[src/hw/rtl/sobs_pkg.sv]
// ----------------------------------------------------------------------------
// sobs_pkg
// Shared constants, types and helpers for the segmented odd-only bit sieve.
// ----------------------------------------------------------------------------
package sobs_pkg;

	localparam int SEGMENT_SPAN      = 8192;
	localparam int PRIME_TABLE_DEPTH = 4096;

	localparam int NUM_WORDS  = SEGMENT_SPAN / 128;
	localparam int NUM_BITS   = NUM_WORDS * 64;
	localparam int WORD_AW    = $clog2(NUM_WORDS);
	localparam int BIT_AW     = $clog2(NUM_BITS);
	localparam int TBL_AW     = $clog2(PRIME_TABLE_DEPTH);
	localparam int CNT_W      = TBL_AW + 1;
	localparam int START_W    = 45;
	localparam int TOP_W      = START_W + 1;
	localparam int PRIME_W    = 32;
	localparam int SEG_W      = 32;
	localparam int OUT_DATA_W = 120;

	typedef enum logic {
		ACT_LOAD  = 1'b0,
		ACT_SIEVE = 1'b1
	} action_t;

	typedef struct packed {
		action_t            action;
		logic [PRIME_W-1:0] base_prime;
		logic [SEG_W-1:0]   segment_index;
	} item_t;

	typedef enum logic [3:0] {
		ST_IDLE,
		ST_CLEAR,
		ST_FETCH,
		ST_TBL,
		ST_CHECK,
		ST_DIV,
		ST_OFFS,
		ST_MARK_RD,
		ST_MARK_WR,
		ST_EMIT_RD,
		ST_EMIT_WR
	} state_t;

	function automatic logic [5:0] top_one(input logic [63:0] v);
		logic [5:0] r;
		r = '0;
		for (int i = 0; i < 64; i++) begin
			if (v[i]) r = 6'(i);
		end
		return r;
	endfunction

endpackage

[src/hw/rtl/sobs_front.sv]
// ----------------------------------------------------------------------------
// sobs_front
// Accepts input beats and holds them in a two-entry queue for the engine.
// ----------------------------------------------------------------------------
module sobs_front (
	input  logic                          clk,
	input  logic                          arst_n,
	input  logic                          in_valid,
	output logic                          in_ready,
	input  sobs_pkg::item_t               in_item,
	output logic                          q_valid,
	input  logic                          q_pop,
	output sobs_pkg::item_t               q_item
);
	import sobs_pkg::*;

	item_t       mem_q [2];
	logic        wp_q;
	logic        rp_q;
	logic [1:0]  cnt_q;
	logic        push;
	logic        pop;

	assign in_ready = (cnt_q != 2'd2);
	assign q_valid  = (cnt_q != 2'd0);
	assign q_item   = mem_q[rp_q];
	assign push     = in_valid && in_ready;
	assign pop      = q_pop && q_valid;

	always_ff @(posedge clk) begin
		if (push) mem_q[wp_q] <= in_item;
	end

	always_ff @(posedge clk or negedge arst_n) begin
		if (!arst_n) begin
			wp_q  <= 1'b0;
			rp_q  <= 1'b0;
			cnt_q <= 2'd0;
		end else begin
			if (push) wp_q <= ~wp_q;
			if (pop) rp_q <= ~rp_q;
			cnt_q <= cnt_q + 2'(push) - 2'(pop);
		end
	end

endmodule

[config.mk]
export PLATFORM = sky130hd
export DESIGN_NAME = sobs_front
export DESIGN_NICKNAME = d
export VERILOG_FILES = /design/src/hw/rtl/sobs_pkg.sv /design/src/hw/rtl/sobs_front.sv
export SDC_FILE = /design/constraint.sdc
export NUM_CORES = 1
export LEC_CHECK = 0
export BUFFER_PORTS_ARGS = -buffer_cell sky130_fd_sc_hd__buf_2
export CAP_MARGIN = 20
export CELL_PAD_IN_SITES_DETAIL_PLACEMENT = 1
export CELL_PAD_IN_SITES_GLOBAL_PLACEMENT = 1
export CORE_MARGIN = 1.5
export CORE_UTILIZATION = 49
export CTS_BUF_LIST = sky130_fd_sc_hd__clkbuf_8
export CTS_CLUSTER_SIZE = 28
export DETAILED_ROUTE_END_ITERATION = 8
export HOLD_SLACK_MARGIN = 0.08
export PLACE_DENSITY_LB_ADDON = 0.1
export REMOVE_ABC_BUFFERS = 1
export SLEW_MARGIN = 25
export SYNTH_ARGS = -nofsm -noshare
export SYNTH_HDL_FRONTEND = slang
export SYNTH_SLANG_ARGS = --single-unit
[constraint.sdc]
create_clock -name clk -period 7.67 [get_ports clk]
set_input_delay 1.1505 -clock clk [delete_from_list [all_inputs] [get_ports clk]]
set_output_delay 1.1505 -clock clk [all_outputs]
set_load 0.02 [all_outputs]
Yosys cells after proc, flatten, opt, wreduce, memory -nomap -nowiden
Memories as Yosys holds them, arrays and structs flattened.
Index checks and enable logic that the tools add are counted.
Widths: inputs -> output; s select.
{"block": "word_totals", "regBits": 4, "latchBits": 0, "ramBits": 130, "romBits": 0, "memories": 1}
{"memory": "mem_q", "words": 2, "word_bits": 65, "read_ports": 1, "rd_ports_with_merged_regs": 0, "wr": 1, "line_no": "sobs_front.sv:17", "rtl": "item_t mem_q [2];"}
{"block": "op_classes", "add_sub_neg": 2, "multipliers": 0, "div": 0, "n_lt_le_gt_ge": 0, "eq_ne": 1, "shift": 0, "n_mux": 2, "bitwise": 2, "reduce_logical": 3}
{"op": "$add 2x1->2", "n": 1}
{"op": "$logic_and 1x1->1", "n": 2}
{"op": "$mux 1", "n": 2}
{"op": "$ne 2x2->1 const B", "n": 1}
{"op": "$not 1->1", "n": 2}
{"op": "$reduce_bool 2->1", "n": 1}
{"op": "$sub 2x1->2", "n": 1}

Longest topological paths before layout
{"block": "depth", "word_depth": 4, "depth_mapped": 7}

Least setup slack after synthesis
No wires, ideal clock.
{"block": "synth_path", "path_kind": "input-to-reg", "startpoint": "input in_valid", "endpoint": "memory mem_q[0][0] in the netlist's numbering, enable pin", "setup_ns": 0.488, "arrival_ns": 3.969, "setup_slack_ns": 3.213, "path_stages": 2, "n_path_buf": 0, "path_cell_list": "nand2_1 > nor2_1"}
{"block": "synth_via", "elab_chain_len": 3}
{"element": "start: declaration", "line_no": "sobs_front.sv:8", "rtl": "input logic in_valid,"}
{"element": "$logic_and 1x1->1", "line_no": "sobs_front.sv:27", "rtl": "assign push = in_valid && in_ready;"}
{"element": "$mux 1", "line_no": "sobs_front.sv:31", "rtl": "if (push) mem_q[wp_q] <= in_item;"}
{"element": "$mux 1 (not written as such)", "line_no": "sobs_front.sv:31"}
{"element": "end: declaration", "line_no": "sobs_front.sv:17"}
No other way between the ends.

==> flow_summary.yaml <==
critical_path:
  crit_arrival_ns: 2.03
  crit_chain: "buf_16 -> mux2_2 -> buf_2"
  cpPeakStageDelay_ns: 0.73
  r2r.worst_path.cells: 3
  required_ns: 6.52
  r2r_end: "mem_q[1][56]"
  criticalPathCategory: "flip-flop to output pin"
  crit_path_end_kind: "output pin"
  r2r_slack_ns: 5.64
  cp-start-kind: "flip-flop"
  path_buf_inv: 2
  worstPathMaxFanout: 39
  crit_family: "flip-flops"
  cp_slowest_cell: "dfrtp_4"
  reg2reg_from: "cnt_q[1]"
timing:
  tightest_slew_ns: 0.822
  timing.final.max_slew_violations: 0
  setup_violations: 0
  max_freq_mhz: 315
  maxSlewHeadroom: 0.452
  grt_setup_unrepaired: "false"
  min_period_over_period: 0.414
  hold_viol_final: 0
  clock_skew_ns: 0.00774
  fin_hold_ws_ns: 0.530
  fin_tns_setup_ns: 0
  layout_min_cycle_time_ns: 3.18
floorplanning:
  io_pins: 136
  core_um2: 9860
  num_rows: 36
  die_area_um2: 10900
  die_y_um: 105
  fp.dieW_um: 105
  initial_core_util: 0.512
routing:
  route.detailed.drc: 0
  num_vias: 2478
  drt-initial-drc-count: 92
  routed_wl_mm: 9.12
  vias_per_cell: 4.80
  post_drt_wl_per_cell_um: 17.7
  ant_nets: 0
  dr.pass1.iters: 4
placed_design:
  place_congestion: 0.673
  placed_cell_area_um2: 5880
  hpwlAfterDp_mm: 5.91
  place_inst: 483
  place.port_buffers: 135
cts:
  htree_levels: 4
  ctsResizeCount: 0
  cts_tree: "built"
  insertion_delay_ns: 0.42
  clock_sinks: 134
  cts_buffers: 17
  cts_buffer_depth: 2
  cts_hold_buffers: 0
  cts_setup_buffers: 0
  clkSlewWorstSetupHoldPaths_ns: 0.07
  cts_root_buffer: "clkbuf_8"
logic_synthesis:
  synth-simple-area-share: 0.00644
  synth_top_family_by_area: "multiplexers"
  yosysWarnings: 0
  synthMuxAreaShare: 0.175
  ys_top_cells_by_area: "edfxtp_1 77%, mux2_4 12%, mux2_2 5.6%, dfrtp_1 2.0%, buf_6 1.1%"
  synth_cell_types: 16
  synthAdderAreaFrac: 0.00496
  ys_seq_elements: 134
  seq_area_frac_synth: 0.793
  synth_xor_area_frac: 0.00694
  yosys.area.top_type: "edfxtp_1"
  synth_area_per_cell_um2: 23.1
  synth_compound_area_frac: 0
  syn_inst: 219
  synth_top_area_frac: 0.773
  netlist_area_um2: 5050
global_route:
  grt_overflow: 0
  grt_pass1_vias: 2667
  grt.total_usage: 0.175
  antenna_found_initial: 0
  grt_pass1_wl_mm: 14.3
  grt_max_degree: 62
power_and_ir_drop:
  p_total_mw: 2.50
  power_density_nw_per_um2: 399
  vdd_ir_drop_max_mv: 0.203
  power_leakage_nw: 2.48
finish:
  fillers: 892
  fin_nets: 440
  most-common-layout-cells: "135 x buf_2, 130 x edfxtp_1, 40 x mux2_4"
  area_delta_synth_final_pct: 24.0
  final_cell_count_no_fill: 516
  final_cell_area_um2: 6260
  layout-drive-gt1-share: 0.607
  final_common_cell: "buf_2"
hold_path:
  hp-class: "input pin to async pin"
run:
  cap_viol_max_count: 0
status:
  status: "complete, no violations"
[area by class of cell]
type                       instances  area (um2)  share of cell area
antenna                            1        2.50            0.000400
clock buffer                      17         234              0.0374
clock inverter                    15         145              0.0232
inverter                           1        3.75            0.000600
multi-input combinational         77         983               0.157
sequential                       134        4010               0.640
tap                              133         166              0.0266
timing repair buffer             138         718               0.115
[worst max-delay path by stage]
| stage | end | cells after the start | from |
|---|---|---|---|
| floorplan | mem_q[0][0] | 2 | in_valid |
| global placement | q_item[2] | 2 | rp_q |
| detailed placement | mem_q[1][12] | 3 | in_valid |
| CTS | q_item[63] | 3 | rp_q |
| global route | q_item[63] | 3 | rp_q |
| finish | q_item[63] | 3 | rp_q |
[Yosys cell counts, drive strengths merged]
library cell	number
xnor2	3
xor2	1
nand2b	1
mux2	65
and3	1
or2	1
dfrtp	4
ha	2
inv	1
edfxtp	130
and2	1
nor2	1
nand2	1
buf	7
[kinds of logic (layout without fill, tap and decap cells)]
group,Yosys count,in the layout
AND/OR/NAND/NOR,6,6
other,0,1
XOR/XNOR,4,4
multiplexers,65,65
buffers and inverters,8,171
adder cells (fa/ha/maj),2,2
flip-flops,134,134
[metal layers]
metal	vias to the layer above	GRT usage	share of wire
li1	1168	-	-
met1	1214	0.219	0.41
met2	87	0.289	0.51
met3	9	0.0645	0.065
met4	0	0.0476	0.0094
met5	-	0	0
[through the flow]
stage | utilization | setup WS, ns
6_report | 0.635 | 4.49
5_1_grt | 0.634 | 4.40
4_1_cts | 0.634 | 4.45
3_5_place_dp | 0.596 | 4.91
3_3_place_gp | 0.593 | 4.72
2_1_floorplan | - | 3.21
[sequential cells by signal, summed over array words and instances (netlist names)]
signal / count
cnt_q: 2
mem_q: 130
rp_q: 1
wp_q: 1
[report_power, final]
group,internal (mW),switching [mW]
Combinational,0.375,0.477
Clock,0.311,0.249
Sequential,1.01,0.0792
Power figures use the tool's default switching activity.
